### src/design/cbr_pkg.sv
// ----------------------------------------------------------------------------
// Cubic bisection root package
// Request and response types, sign code and sequencer states shared by the
// cubic bisection root unit and its sign evaluator.
// ----------------------------------------------------------------------------
`default_nettype none

package cbr_pkg;

  // Word width of the fixed-point operands (fixed by the request format).
  localparam int unsigned WORD_BITS = 32;
  localparam int unsigned TOL_BITS  = WORD_BITS - 1;

  typedef struct packed {
    logic signed [WORD_BITS-1:0] left_end;
    logic signed [WORD_BITS-1:0] right_end;
    logic        [TOL_BITS-1:0]  tolerance;
  } req_t;

  typedef struct packed {
    logic                        status;
    logic signed [WORD_BITS-1:0] root;
    logic                        exact_zero;
  } rsp_t;

  // Sign of the cubic: zero flag dominates, otherwise neg selects - or +.
  typedef struct packed {
    logic zero;
    logic neg;
  } sign_t;

  typedef enum logic [2:0] {
    ST_IDLE,
    ST_SIGN_A,
    ST_SIGN_B,
    ST_DIFF,
    ST_MID,
    ST_SIGN_C
  } state_e;

  localparam logic STATUS_FOUND = 1'b0;
  localparam logic STATUS_NA    = 1'b1;

endpackage : cbr_pkg

`default_nettype wire

### src/design/cbr_sign_unit.sv
// ----------------------------------------------------------------------------
// Cubic sign evaluator
// Exact sign of (x-1)(x-2)(x-3) at a fixed-point point, by compares against one, two and three.
// ----------------------------------------------------------------------------
`default_nettype none

module cbr_sign_unit #(
  parameter int unsigned FRAC_BITS = 16
) (
  input  logic signed [cbr_pkg::WORD_BITS-1:0] x_i,
  output cbr_pkg::sign_t                       sign_o
);
  import cbr_pkg::*;

  // Wide enough for the word and for 3 << FRAC_BITS, plus a sign bit.
  localparam int unsigned XW = ((WORD_BITS > FRAC_BITS + 2) ? WORD_BITS : FRAC_BITS + 2) + 1;
  localparam logic signed [XW-1:0] ONE_C   = XW'(64'd1 << FRAC_BITS);
  localparam logic signed [XW-1:0] TWO_C   = XW'(64'd2 << FRAC_BITS);
  localparam logic signed [XW-1:0] THREE_C = XW'(64'd3 << FRAC_BITS);

  logic signed [XW-1:0] x_ext;

  assign x_ext = {{(XW-WORD_BITS){x_i[WORD_BITS-1]}}, x_i};

  // Below one: three negative factors. Between two and three: one negative.
  always_comb begin
    sign_o.zero = (x_ext == ONE_C) || (x_ext == TWO_C) || (x_ext == THREE_C);
    sign_o.neg  = (x_ext < ONE_C) || ((x_ext > TWO_C) && (x_ext < THREE_C));
  end

endmodule : cbr_sign_unit

`default_nettype wire

### src/design/cubic_bisection_root_unit.sv
// ----------------------------------------------------------------------------
// Cubic bisection root unit
// Bisection search for a root of x^3 - 6x^2 + 11x - 6 on a fixed-point span.
// ----------------------------------------------------------------------------
// Usage:
//   Request channel: drive req_i (left_end, right_end, tolerance, all with
//   FRAC_BITS fraction bits) and pulse start; the request is taken on a
//   clock edge with start high and busy low. busy stays high until the
//   result has been formed.
//   Result channel: done_o is high for exactly one cycle with rsp_o valid.
//   The receiver cannot stall; a result not taken in that cycle is lost.
//   Sequence: the signs at both ends are evaluated first, and the request
//   ends as not applicable when they agree; otherwise the unit runs up to
//   about 33 halving steps for a 32-bit span, ending early when the
//   midpoint is an exact root. Each step runs through the states
//   of the sequencer for span difference, midpoint add with the stop tests,
//   and a sign evaluation on the one shared compare unit.
//   One request at a time; a new start may come in the cycle done_o shows.
//   Reset (rst_ni low) returns the sequencer to idle and drops any pending
//   result strobe.
// ----------------------------------------------------------------------------
`default_nettype none

module cubic_bisection_root_unit #(
  parameter int unsigned FRAC_BITS = 16
) (
  input  logic          clk_i,
  input  logic          rst_ni,
  input  logic          start,
  output logic          busy,
  input  cbr_pkg::req_t req_i,
  output logic          done_o,
  output cbr_pkg::rsp_t rsp_o
);
  import cbr_pkg::*;

  // Difference of two words needs one extra bit.
  localparam int unsigned DW = WORD_BITS + 1;

  state_e state_q, state_d;

  logic signed [WORD_BITS-1:0] a_q, a_d;
  logic signed [WORD_BITS-1:0] b_q, b_d;
  logic signed [WORD_BITS-1:0] c_q, c_d;
  logic signed [DW-1:0]        diff_q, diff_d;
  logic        [TOL_BITS-1:0]  tol_q, tol_d;
  sign_t                       sa_q, sa_d;
  logic                        iter_q, iter_d;
  logic                        done_q, done_d;
  rsp_t                        rsp_q, rsp_d;

  // Shared sign evaluator and its operand select.
  logic signed [WORD_BITS-1:0] sgn_x;
  sign_t                       sgn;

  // Midpoint arithmetic.
  logic signed [DW-1:0]        a_ext;
  logic signed [DW-1:0]        half_sum;
  logic signed [DW-1:0]        half;
  logic signed [WORD_BITS-1:0] c_new;
  logic                        wide;

  cbr_sign_unit #(
    .FRAC_BITS(FRAC_BITS)
  ) u_sign (
    .x_i   (sgn_x),
    .sign_o(sgn)
  );

  // Halve the span toward zero: add one before the shift when negative.
  assign a_ext    = {a_q[WORD_BITS-1], a_q};
  assign half_sum = diff_q + {{(DW-1){1'b0}}, diff_q[DW-1]};
  assign half     = half_sum >>> 1;
  assign c_new    = WORD_BITS'(a_ext + half);
  assign wide     = diff_q > $signed({2'b00, tol_q});

  assign busy   = (state_q != ST_IDLE);
  assign done_o = done_q;
  assign rsp_o  = rsp_q;

  always_comb begin
    state_d = state_q;
    a_d     = a_q;
    b_d     = b_q;
    c_d     = c_q;
    diff_d  = diff_q;
    tol_d   = tol_q;
    sa_d    = sa_q;
    iter_d  = iter_q;
    done_d  = 1'b0;
    rsp_d   = rsp_q;

    case (state_q)
      ST_SIGN_A: sgn_x = a_q;
      ST_SIGN_B: sgn_x = b_q;
      default:   sgn_x = c_q;
    endcase

    case (state_q)
      ST_IDLE: begin
        // Capture the request.
        if (start) begin
          a_d     = req_i.left_end;
          b_d     = req_i.right_end;
          tol_d   = req_i.tolerance;
          iter_d  = 1'b0;
          state_d = ST_SIGN_A;
        end
      end
      ST_SIGN_A: begin
        sa_d    = sgn;
        state_d = ST_SIGN_B;
      end
      ST_SIGN_B: begin
        // Same nonzero sign at both ends: no bracket, report not applicable.
        if (!sa_q.zero && !sgn.zero && (sa_q.neg == sgn.neg)) begin
          rsp_d.status     = STATUS_NA;
          rsp_d.root       = '0;
          rsp_d.exact_zero = 1'b0;
          done_d           = 1'b1;
          state_d          = ST_IDLE;
        end else begin
          state_d = ST_DIFF;
        end
      end
      ST_DIFF: begin
        diff_d  = {b_q[WORD_BITS-1], b_q} - a_ext;
        state_d = ST_MID;
      end
      ST_MID: begin
        c_d = c_new;
        // Stop when the midpoint no longer moves or the span is narrow enough.
        if ((iter_q && (c_new == c_q)) || !wide) begin
          rsp_d.status     = STATUS_FOUND;
          rsp_d.root       = c_new;
          rsp_d.exact_zero = 1'b0;
          done_d           = 1'b1;
          state_d          = ST_IDLE;
        end else begin
          state_d = ST_SIGN_C;
        end
      end
      ST_SIGN_C: begin
        iter_d = 1'b1;
        if (sgn.zero) begin
          // Exact root at the midpoint.
          rsp_d.status     = STATUS_FOUND;
          rsp_d.root       = c_q;
          rsp_d.exact_zero = 1'b1;
          done_d           = 1'b1;
          state_d          = ST_IDLE;
        end else begin
          // Sign change against the left end: keep the left half.
          if (!sa_q.zero && (sa_q.neg != sgn.neg)) begin
            b_d = c_q;
          end else begin
            a_d  = c_q;
            sa_d = sgn;
          end
          state_d = ST_DIFF;
        end
      end
      default: begin
        state_d = ST_IDLE;
      end
    endcase
  end

  always_ff @(posedge clk_i or negedge rst_ni) begin
    if (!rst_ni) begin
      state_q <= ST_IDLE;
      iter_q  <= 1'b0;
      done_q  <= 1'b0;
    end else begin
      state_q <= state_d;
      iter_q  <= iter_d;
      done_q  <= done_d;
    end
  end

  always_ff @(posedge clk_i) begin
    a_q    <= a_d;
    b_q    <= b_d;
    c_q    <= c_d;
    diff_q <= diff_d;
    tol_q  <= tol_d;
    sa_q   <= sa_d;
    rsp_q  <= rsp_d;
  end

endmodule : cubic_bisection_root_unit

`default_nettype wire
### config.mk
export PLATFORM = sky130hd
export DESIGN_NAME = cubic_bisection_root_unit
export DESIGN_NICKNAME = d
export VERILOG_FILES = /design/src/design/cbr_pkg.sv /design/src/design/cbr_sign_unit.sv /design/src/design/cubic_bisection_root_unit.sv
export SDC_FILE = /design/constraint.sdc
export NUM_CORES = 1
export LEC_CHECK = 0
export BUFFER_PORTS_ARGS = -buffer_cell sky130_fd_sc_hd__clkbuf_2
export CAP_MARGIN = 15
export CORE_ASPECT_RATIO = 0.75
export CORE_UTILIZATION = 55
export CTS_BUF_LIST = sky130_fd_sc_hd__clkbuf_2
export DETAILED_ROUTE_END_ITERATION = 6
export PLACE_DENSITY_LB_ADDON = 0.1
export SYNTH_ARGS = -nofsm -noshare
export SYNTH_HDL_FRONTEND = slang
export SYNTH_HIERARCHICAL = 1
export SYNTH_SLANG_ARGS = --single-unit
### constraint.sdc
create_clock -name clk_i -period 8.1 [get_ports clk_i]
set_input_delay 1.215 -clock clk_i [delete_from_list [all_inputs] [get_ports clk_i]]
set_output_delay 1.215 -clock clk_i [all_outputs]
set_load 0.005 [all_outputs]
Yosys cells after proc, flatten, opt, wreduce, memory -nomap -nowiden
Cells that the tools add are included.

operators by class
  add/sub/neg operators = 3
  $lt $le $gt $ge = 4
  equality and inequality tests = 18
  mux-type cells = 27
  reductions and logical operators = 23

operators by type and width
  operator                                                         number
  2-to-1 mux 32 bit                                                6
  case mux 32 bit (2 select lines)                                 3
  2-to-1 mux 34 bit                                                3
  case mux 34 bit (3 select lines)                                 1
  == test 32 x 19 -> 1 bit, second input constant                  2
  adder 33 x 1 -> 33 bit                                           1
  greater-than comparator 33 x 32 -> 1 bit                         1
  subtractor 32 x 32 -> 33 bit                                     1
  adder 32 bit                                                     1
  == test 32 x 18 -> 1 bit, second input constant                  1
  == test 32 bit                                                   1
  greater-than comparator 32 x 19 -> 1 bit, second input constant  1
  < comparator 32 x 18 -> 1 bit, second input constant             1
  < comparator 32 x 19 -> 1 bit, second input constant             1
  case mux 3 bit (6 select lines)                                  1
  != test 2 bit, second input constant                             7
  AND reduction 4 bit                                              3
  2-to-1 mux 2 bit                                                 4
  == test 3 x 2 -> 1 bit, second input constant                    2
  == test 3 bit, second input constant                             2
  2-to-1 mux 3 bit                                                 2
  nonzero test 3 bit                                               2
  logical AND 1 bit                                                5
  logical OR 1 bit                                                 4
  other kinds (12)                                                 19

storage, ports and cells
  flip-flop bits (word level) = 201
  input bits = 98
  output and inout bits = 36
  logic and storage cells = 88

Longest topological paths before layout
Gate-level depths: netlist (run 1).

  word-level depth = 10
  mapped depth = 22
  gate-level depth less buffers = 22

Cells and area by module
Netlist (run 1), hierarchy kept.

by module, submodules not included
  module                     instances  cells an instance  area an instance (µm²)
  cubic_bisection_root_unit  1          1417               13573.0
  cbr_sign_unit              1          16                 131.4

Worst setup path before layout (run 1)
No wires, ideal clock.

  kind = register -> register
  start = register diff_q[32]
  end = register rsp_q, in the netlist rsp_o[0], enable pin
  library setup time = 425 ps
  arrival time = 5967 ps
  required time = 7675 ps
  path slack = 1707 ps
  cell stages (with the launch flop) = 23
  path buffers = 2
  period minus slack after synthesis = 6393 ps
  cells stage by stage = edfxtp_1 -> and2_1 -> ha_1 -> and3_1 -> and3_1 -> clkbuf_1 -> nand4_1 -> or3_1 -> nor2_1 -> xor2_1 -> ha_1 -> clkbuf_1 -> nand2_1 -> o21ai_0 -> a21oi_1 -> o211ai_1 -> nand2_1 -> xnor3_1 -> or4_1 -> or4b_1 -> nor4_2 -> nor4b_1 -> nor2_1

on the way
  longest elaborated chain between the ends = 7

ends and longest elaborated chain
  item                             line                              RTL
  from (decl)                      cubic_bisection_root_unit.sv:45   logic signed [DW-1:0] diff_q, diff_d;
  from (signal assigned)           cubic_bisection_root_unit.sv:185  diff_q <= diff_d;
  adder 33 x 1 -> 33 bit           cubic_bisection_root_unit.sv:72   assign half_sum = diff_q + {{(DW-1){1'b0}}, diff_q[DW-1]};
  adder 32 bit                     cubic_bisection_root_unit.sv:74   assign c_new = WORD_BITS'(a_ext + half);
  == test 32 bit                   cubic_bisection_root_unit.sv:133  if ((iter_q && (c_new == c_q)) || !wide) begin
  logical AND 1 bit                cubic_bisection_root_unit.sv:133
  logical OR 1 bit *               cubic_bisection_root_unit.sv:133
  != test 2 bit (no line) *        n/a
  AND reduction 4 bit (no line) *  n/a
  to (signal assigned)             cubic_bisection_root_unit.sv:188  rsp_q <= rsp_d;
  to (decl)                        cubic_bisection_root_unit.sv:50   rsp_t rsp_q, rsp_d;

Mark *: on every way between the ends. The rest lies on a longest branch, timed or not.
A chain may end at the register's enable or synchronous reset.

Final worst setup path (run 1)
  start = register diff_q[32]
  end = register rsp_q, in the netlist rsp_o[17], enable pin

The elaborated chain is that of the path after synthesis.

==> impl_metrics.toml, run 1 <==
[sta]
timing.hold.ws_ps = 160
skew_ps = 60.5
slew-limit-headroom_pct = 29.5
hold_viol_final = 0
fin_crit_sh_pct = 83.5
fin_crit_ps = 6760
fmax_ghz = 0.148
rsz0062_at_grt = "no"
finalSetupViolCount = 0
worst_pin_slew_ps = 1030
timing.setup.tns_ps = 0
slew_violations = 0
postLayoutSetupSlackWorst_ps = 1340

[place]
port-buffer-count = 133
gp_routability_congestion = 0.949
dp_slack_ps = 1510
hpwlAfterDp_um = 32300

[clock_network]
cts.htree.levels = 2
tritoncts = "yes"
numCtsBuffers = 50
cts-root-buf = "clkbuf_2"
cts-hold-fix-buffers = 0
clk_path_buf_depth = 3
ctsResizeCount = 0
path_clk_slew_ps = 120
cts.sinks = 201
clkLatencyLatePin_ps = 870
post_cts_buffers = 0

[floorplanning]
die-area_sq_um = 25600
fp-row-count = 49
die_w_um = 184
initial_core_util_pct = 56.6
die_y_um = 139
io_pins = 134
core-area_sq_um = 24200

[grt]
groute.usage.overall_pct = 32.9
grt_pass1_vias = 10800
grt_pass1_wl_um = 62500
gr-total-overflow = 0
grt_max_degree = 41
antenna_found_initial = 1

[synth]
synth_nets = 1628
synth_area_sq_um = 13700
yosysTopAreaCellShare_pct = 42.9
synth_top_cell_by_area = "edfxtp_1"
synth-edff-count = 196
yosys_warnings = 6
ys_seq_area_share_pct = 43.9
syn_avg_cell_area_sq_um = 9.56
synthCells = 1433
synth_seq_cells = 201
async_flop_share_pct = 2.49
synth_top_flop_cell = "edfxtp_1"
synth.area.top_cells = "edfxtp_1 (43%), nand2_1 (9.7%), ha_1 (8.7%)"
synth.distinct_cells = 88

[detailed_routing]
via_per_inst = 5.86
finalWirelength_um = 41700
wl_per_cell_um = 21.3
drt_iter0_markers = 1148
drc = 0
dr.pass1.iters = 5
drtAntennaViolNets = 0
vias = 11400

[flow_run]
maxCapViolations = 0

[worst_setup_path]
worst_ep_arrival_time_ps = 7230
startpoint_type = "register"
cp_max_fo = 29
required_ps = 8570
path_class = "reg -> reg"
endpoint_kind = "register"

[final_layout]
seqCellArea_sq_um = 6010
fillers = 2120
final_nets = 1778
syn2layout_area_growth_pct = 10.3
final_layout_size_suffix_gt1_share_pct = 16.1
multiInputGateArea_sq_um = 7120

[power]
p_per_area_nw_per_um2 = 410
irDropWorstVdd_mv = 0.191
p_leak_nw = 6.78

[outcome]
status = "completed"

[worst_hold_path]
hold_path_class = "in -> async"
-- logic make-up after synthesis --
logic type | after synthesis | share of synthesized area (%)
compound gates | 284 | 14.7
xor+xnor | 112 | 7.90
fa+ha+maj | 97 | 8.97
buf+inv | 136 | 4.42
flops | 201 | 43.9
simple gates | 603 | 20.2
-- cell usage after synthesis, drive strengths merged, types with 6 or more instances --
| cell | count |
|---|---|
| ha | 95 |
| inv | 90 |
| nand2 | 355 |
| a211oi | 13 |
| a22oi | 32 |
| and3 | 19 |
| nor2b | 18 |
| a21o | 27 |
| clkbuf | 32 |
| a21oi | 69 |
| a31oi | 7 |
| o21ai | 46 |
| or2 | 6 |
| nand3b | 6 |
| and2 | 9 |
| nor2 | 64 |
| o31a | 8 |
| xnor2 | 72 |
| nor4 | 15 |
| nand2b | 19 |
| and4 | 7 |
| o211ai | 9 |
| o21a | 19 |
| xnor3 | 7 |
| nand4 | 22 |
| edfxtp | 196 |
| or3 | 6 |
| xor2 | 33 |
| buf | 14 |
| nand3 | 24 |
| nor3 | 23 |
-- layer usage --
metal,up-vias,track usage (%),wire length [um]
li1,5477,-,-
met1,5407,46.4,18700
met2,476,49.2,18200
met3,89,6.30,3200
met4,0,14.3,1590
met5,-,0,0
-- final timing paths --
path                            depth (start not counted)  slack [ps]          to  startpoint
worst max-delay path                                   23        1340   rsp_o[17]  diff_q[32]
worst min-delay path                                    1         160  state_q[1]      rst_ni
worst max register to register                         23        1340   rsp_o[17]  diff_q[32]
worst min register to register                          2         570      iter_q      iter_q
max in group asynchronous                               1        7760      iter_q      rst_ni
min in group clk_i                                      1         520   tol_q[25]   req_i[25]
-- sequential cells by signal (all words and copies together) (netlist names) --
| signal | count |
|---|---|
| a_q | 32 |
| rsp_o | 34 |
| sa_q | 2 |
| b_q | 32 |
| diff_q | 33 |
| iter_q | 1 |
| state_q | 3 |
| tol_q | 31 |
| c_q | 32 |
| done_o | 1 |
-- through the flow --
| stage | cell area [sq um] | power [W] | std cells | util [%] |
|---|---|---|---|---|
| 3_3_place_gp | 14600 | 0.00539 | 1861 | 60.4 |
| 6_report | 15100 | 0.00619 | 1953 | 62.4 |
| 3_5_place_dp | 14600 | 0.00541 | 1861 | 60.4 |
| 5_1_grt | 15100 | 0.00660 | 1953 | 62.4 |
| 2_1_floorplan | 13700 | 0.00438 | 1433 | - |
| 4_1_cts | 15100 | 0.00613 | 1950 | 62.3 |
-- report_power, final --
part           leakage, nW  switching, W  internal [W]
Sequential            1.87      0.000276       0.00165
Combinational         4.56       0.00224       0.00132
Clock                0.355      0.000431      0.000274
Total                 6.78       0.00295       0.00324
-- placed cells by master (no fill, tap or decap), types with 17 or more instances in the layout --
| master | count |
|---|---|
| nand2b_1 | 19 |
| nand4_1 | 22 |
| xor2_1 | 33 |
| a21o_1 | 27 |
| o21ai_0 | 43 |
| o21a_1 | 19 |
| edfxtp_1 | 196 |
| a22oi_1 | 32 |
| a21oi_1 | 67 |
| nand3_1 | 24 |
| nand2_1 | 355 |
| xnor2_1 | 72 |
| clkbuf_2 | 206 |
| nor3_1 | 22 |
| nor2b_1 | 17 |
| nor2_1 | 61 |
| and3_1 | 18 |
| inv_1 | 89 |
| ha_1 | 95 |
-- critical path, stage by stage (launching register included) --
cell and delay [ps]:
edfxtp_1 540, and2_1 200, nand3_1 120, nor2_1 250, and3_1 220, nand2_1 100, nor2_1 270, nand2_1 160
nor3_1 380, nand4_1 170, xnor2_1 150, ha_1 430, nand2_1 110, o21ai_0 400, a21oi_1 80, o211ai_1 130
nand2_1 160, xnor3_1 200, or4_1 520, or4b_1 630, nor4_2 260, nor4b_1 150, nor2_4 260, buf_4 440
-- layout make-up --
class,count,share of cell area [%]
Clock buffer,73,2.42
Multi-Input combinational cell,1096,47.1
Antenna cell,2,0.0331
Inverter,90,2.24
Sequential cell,201,39.8
Tap cell,331,2.74
Clock inverter,16,0.613
Timing Repair Buffer,144,5.08
Power figures use the tool's default switching activity.
==> run 2: changes to the inputs <==
==> constraint.sdc (replaced) <==
create_clock -name clk_i -period 5.5 [get_ports clk_i]
set_input_delay 0.825 -clock clk_i [delete_from_list [all_inputs] [get_ports clk_i]]
set_output_delay 0.825 -clock clk_i [all_outputs]
set_load 0.005 [all_outputs]
==> run 2 against run 1 <==
Compared with the run above:
- wire length rose by 5.2%
- largest power group unchanged
- register-to-register slack got worse by 1200 ps
- clock skew rose by 2.4 ps
- worst hold slack worse by 61 ps
- sequential power up 48%
- count of clock-buffer cells in the layout is 1 lower
- clock power increased by 53%
- global-route usage up 0.90 points
- worst setup slack worse by 1200 ps
==> impl_metrics.toml, run 2 (synthesis results as in run 1) <==
[detailed_routing]
wl_per_cell_um = 21.7
drtAntennaViolNets = 0
vias = 11900
via_per_inst = 5.86
drc = 0
finalWirelength_um = 43800
drt_iter0_markers = 1139
dr.pass1.iters = 5

[worst_setup_path]
cp_max_fo = 7
path_class = "reg -> reg"
endpoint_kind = "register"
startpoint_type = "register"
worst_ep_arrival_time_ps = 5970
required_ps = 6060

[power]
combPwrFrac_pct = 60.4
clock_power_share_pct = 10.9
finalPower_w = 0.00992
p_seq_share_pct = 28.7
p_leak_nw = 7.26
irDropWorstVdd_mv = 0.324
p_per_area_nw_per_um2 = 612
switching_share_pct = 46.5
p_switching_w = 0.00461
intPower_w = 0.00531

[final_layout]
largest_reg_flops = 34
final_layout_size_suffix_gt1_share_pct = 23.9
syn2layout_area_growth_pct = 18.2
mostFrequentLayoutCell = "nand2_1"
fin_util_pct = 66.9
layout_common_cells = "nand2_1 (349), clkbuf_2 (205), edfxtp_1 (196)"
fillers = 2022
final_area_sq_um = 16200
final_nets = 1851

[floorplanning]
die-area_sq_um = 25600
initial_core_util_pct = 56.6
die_w_um = 184
die_y_um = 139
io_pins = 134
fp-row-count = 49
core-area_sq_um = 24200

[grt]
grt_pass1_vias = 11300
groute.usage.overall_pct = 33.8
grt_pass1_wl_um = 64500
antenna_found_initial = 1
grt_max_degree = 57
gr-total-overflow = 0

[sta]
worst_pin_slew_ps = 1270
fin_crit_ps = 5410
timing.hold.ws_ps = 98.6
timing.setup.tns_ps = 0
finalSetupViolCount = 0
fin_crit_sh_pct = 98.3
skew_ps = 62.9
fmax_ghz = 0.185
slew-limit-headroom_pct = 13.9
slew_violations = 0
hold_viol_final = 0

[clock_network]
clkLatencyLatePin_ps = 890
cts-root-buf = "clkbuf_2"
clk_path_buf_depth = 3
cts.sinks = 201
path_clk_slew_ps = 110
numCtsBuffers = 50
tritoncts = "yes"
cts.htree.levels = 2

[place]
dpl_cell_area_sq_um = 15000
hpwlAfterDp_um = 33500
gp_routability_congestion = 0.999
port-buffer-count = 133

[outcome]
status = "completed"

[flow_run]
maxCapViolations = 0

[worst_hold_path]
hold_path_class = "in -> reg"
-- run 2: cell count changes in the layout (fill, tap and decap cells not counted), sizes merged --
cell	change
clkinv	-1
buf	+70
bufinv	+1
dlygate4sd3	+1
inv	-1
bufbuf	+1
-- run 2: timing repair --
item / in CTS / in global routing
gates cloned: 1 / 1
setup endpoints to repair: 34 / 36
gates resized for setup: 24 / 79
buffers inserted: 6 / 13
pin swaps: 5 / 39
hold buffers: 1 / 0
endpoints found under the hold margin: 5 / 0
-- run 2: cell type report --
type,instances,area [sq um],share of cell area (%)
sequential,201,6010,37.1
antenna,2,5.00,0.0309
inverter,90,338,2.09
clock inverter,15,113,0.695
multi-input combinational,1096,7570,46.7
tap,331,414,2.56
timing repair buffer,217,1390,8.60
clock buffer,72,360,2.22
-- run 2: path summary, 6_finish.rpt --
kind                            cells after the start      start  slack, ps          to
worst max-delay path                               21  diff_q[1]         90   rsp_o[10]
worst min-delay path                                1  req_i[21]        100   tol_q[21]
worst max register to register                     21  diff_q[1]         90   rsp_o[10]
worst min register to register                      2     iter_q        600      iter_q
max in group asynchronous                           2     rst_ni       5040      done_o
min in group asynchronous                           2     rst_ni        300  state_q[1]
-- run 2: per-layer routing --
layer  up-vias  routed length (um)  track usage, %
met3        89                3490            6.17
met5         -                   0               0
met4         0                1510            13.2
li1       5617                   -               -
met1      5594               18700            45.8
met2       555               20100            53.7
-- run 2: per-stage QoR --
step | cells | setup WS [ps]
after floorplan | 1433 | 20.5
after global placement | 1912 | -3.36
after detailed placement | 1912 | -154
after CTS | 2007 | 1.19
after global routing | 2023 | -34.1
final | 2024 | 92.1
-- run 2: power groups by stage --
| stage | combinational, W | clock, W | sequential (W) |
|---|---|---|---|
| floorplan | 0.00376 | 0 | 0.00270 |
| global placement | 0.00530 | 0 | 0.00285 |
| detailed placement | 0.00536 | 0 | 0.00285 |
| CTS | 0.00553 | 0.00110 | 0.00283 |
| global route | 0.00644 | 0.00116 | 0.00288 |
| finish | 0.00599 | 0.00108 | 0.00285 |
-- run 2: worst max-delay path, stage by stage (launching register included) --
cell	delay [ps]
edfxtp_1	510
ha_4	190
and3_4	190
and3_4	210
buf_4	130
and2_2	190
nand3_1	100
xnor2_1	250
ha_1	300
a21oi_2	230
o21a_2	220
o21bai_4	110
and3_1	200
a211oi_1	200
nand4_1	140
or4_4	540
or4b_4	510
nor4_4	230
nor4b_4	100
nor2_4	160
buf_6	170
clkbuf_16	170
==> run 3: changes to the inputs <==
--- a/config.mk
+++ b/config.mk
@@ -8,10 +8,11 @@
 export BUFFER_PORTS_ARGS = -buffer_cell sky130_fd_sc_hd__clkbuf_2
 export CAP_MARGIN = 15
 export CORE_ASPECT_RATIO = 0.75
-export CORE_UTILIZATION = 55
+export CORE_UTILIZATION = 35
 export CTS_BUF_LIST = sky130_fd_sc_hd__clkbuf_2
 export DETAILED_ROUTE_END_ITERATION = 6
 export PLACE_DENSITY_LB_ADDON = 0.1
+export SLEW_MARGIN = 20
 export SYNTH_ARGS = -nofsm -noshare
 export SYNTH_HDL_FRONTEND = slang
 export SYNTH_HIERARCHICAL = 1
==> run 3 against run 2 <==
Compared with the run above:
- via count increased by 0.66%
- non-clock buffer count increased by 50
- worst hold slack improved by 29 ps
- maximum frequency increased by 0.83%
- first-iteration DRC count decreased by 22%
- flip-flop and latch count unchanged
- cell count increased by 12%
- wire length increased by 8.2%
- combinational power increased by 3.3%
- sequential power about the same
- die area increased by 56%
==> impl_metrics.toml, run 3 (synthesis results as in run 1) <==
[clock_network]
cts.sinks = 201
numCtsBuffers = 54
clkLatencyLatePin_ps = 940
tritoncts = "yes"
clk_path_buf_depth = 3
cts-root-buf = "clkbuf_2"
path_clk_slew_ps = 100
cts.htree.levels = 2

[final_layout]
largest_reg_flops = 34
fillers = 3958
final_nets = 1906
final_layout_size_suffix_gt1_share_pct = 25.0
fin_util_pct = 43.8
multiInputGateArea_sq_um = 7560
seqCellArea_sq_um = 6010
syn2layout_area_growth_pct = 22.8
mostFrequentLayoutCell = "nand2_1"
layout_common_cells = "nand2_1 (350), clkbuf_2 (209), edfxtp_1 (196)"

[grt]
gr-total-overflow = 0
grt_pass1_wl_um = 69800
antenna_found_initial = 1
groute.usage.overall_pct = 23.4
grt_pass1_vias = 11700
grt_max_degree = 66

[worst_setup_path]
worst_ep_arrival_time_ps = 6010
path_class = "reg -> reg"
required_ps = 6140
endpoint_kind = "register"
cp_max_fo = 7
startpoint_type = "register"
cp-startpoint = "diff_q[32]"
r2r-start = "diff_q[32]"

[floorplanning]
die_w_um = 230
core-area_sq_um = 38400
die_y_um = 173
fp-row-count = 62
io_pins = 134
initial_core_util_pct = 35.7
die-area_sq_um = 40000

[place]
dp_slack_ps = -422
gp_routability_congestion = 0.942
port-buffer-count = 133
hpwlAfterDp_um = 36600

[flow_run]
maxCapViolations = 0

[detailed_routing]
drt_iter0_markers = 889
finalWirelength_um = 47400
wl_per_cell_um = 21.0
drtAntennaViolNets = 0
dr.pass1.iters = 5
drc = 0
vias = 11900
via_per_inst = 5.28

[power]
p_leak_nw = 7.51
irDropWorstVdd_mv = 0.179
p_per_area_nw_per_um2 = 604
finalPower_w = 0.0102

[worst_hold_path]
holdCritStartpoint = "req_i[26]"
hold_path_class = "in -> reg"

[sta]
slew_violations = 0
slew-limit-headroom_pct = 38.4
fmax_ghz = 0.186
fin_crit_ps = 5360
postLayoutSetupSlackWorst_ps = 137
timing.setup.tns_ps = 0
skew_ps = 109
fin_crit_sh_pct = 97.5
hold_viol_final = 0
worst_pin_slew_ps = 912
finalSetupViolCount = 0
rsz0062_at_grt = "yes"

[outcome]
status = "completed"
run 3: worst paths after layout:
path                              end  slack [ps]  cells after the start
min                         tol_q[26]         130                      1
max reg2reg                  rsp_o[4]         140                     24
max                          rsp_o[4]         140                     24
min reg2reg                    iter_q         600                      2
max in group asynchronous  state_q[0]        5090                      2
min in group asynchronous  state_q[2]         260                      2
run 3: final cells by class:
class	count	share of cell area (%)
Antenna cell	1	0.0149
Clock buffer	76	2.26
Clock inverter	16	0.684
Inverter	90	2.01
Multi-Input combinational cell	1097	44.9
Sequential cell	201	35.7
Tap cell	512	3.81
Timing Repair Buffer	267	10.6
run 3: per-stage QoR:
stage / area (sq um) / std cells / hold slack (ps)
finish: 16800 / 2260 / 127
global placement: 15500 / 2127 / 617
detailed placement: 15500 / 2127 / 617
floorplan: 13700 / 1433 / 447
global route: 16800 / 2260 / 5.13
CTS: 16500 / 2247 / 24.0
run 3: worst max-delay path: stages (launching register included):
cell	delay (ps)
edfxtp_1	360
and2_4	160
ha_4	130
and3_4	190
and3_4	210
nand4_1	130
buf_6	180
nor2_4	100
nand3_2	110
xnor2_2	190
ha_4	300
and3_4	190
and3_4	220
nand3_2	80
o211ai_1	210
nand2_1	130
xnor3_1	210
or4_4	520
or4b_4	570
nor4_4	140
buf_4	180
nor4b_4	60
nor2_4	190
buf_6	170
clkbuf_16	160
run 3: per-layer routing:
metal | GRT usage (%) | up-vias | wire length [um] | part of all wire, %
met1 | 31.9 | 5702 | 21700 | 46
li1 | - | 5729 | - | -
met2 | 36.6 | 403 | 21400 | 45
met3 | 4.38 | 99 | 2830 | 6.0
met4 | 9.02 | 0 | 1560 | 3.3
met5 | 0 | - | 0 | 0
run 3: what timing repair did:
action / CTS / global route
endpoints found under the hold margin: 20 / 0
gates cloned: 1 / 2
pin swaps: 13 / 40
setup buffers: 11 / 12
hold buffers: 16 / 0
resized for setup: 42 / 56
endpoints found under the setup margin: 37 / 36
run 3: power by group:
group          switching, W  internal, W
sequential         0.000395      0.00243
clock              0.000682     0.000464
combinational       0.00363      0.00256
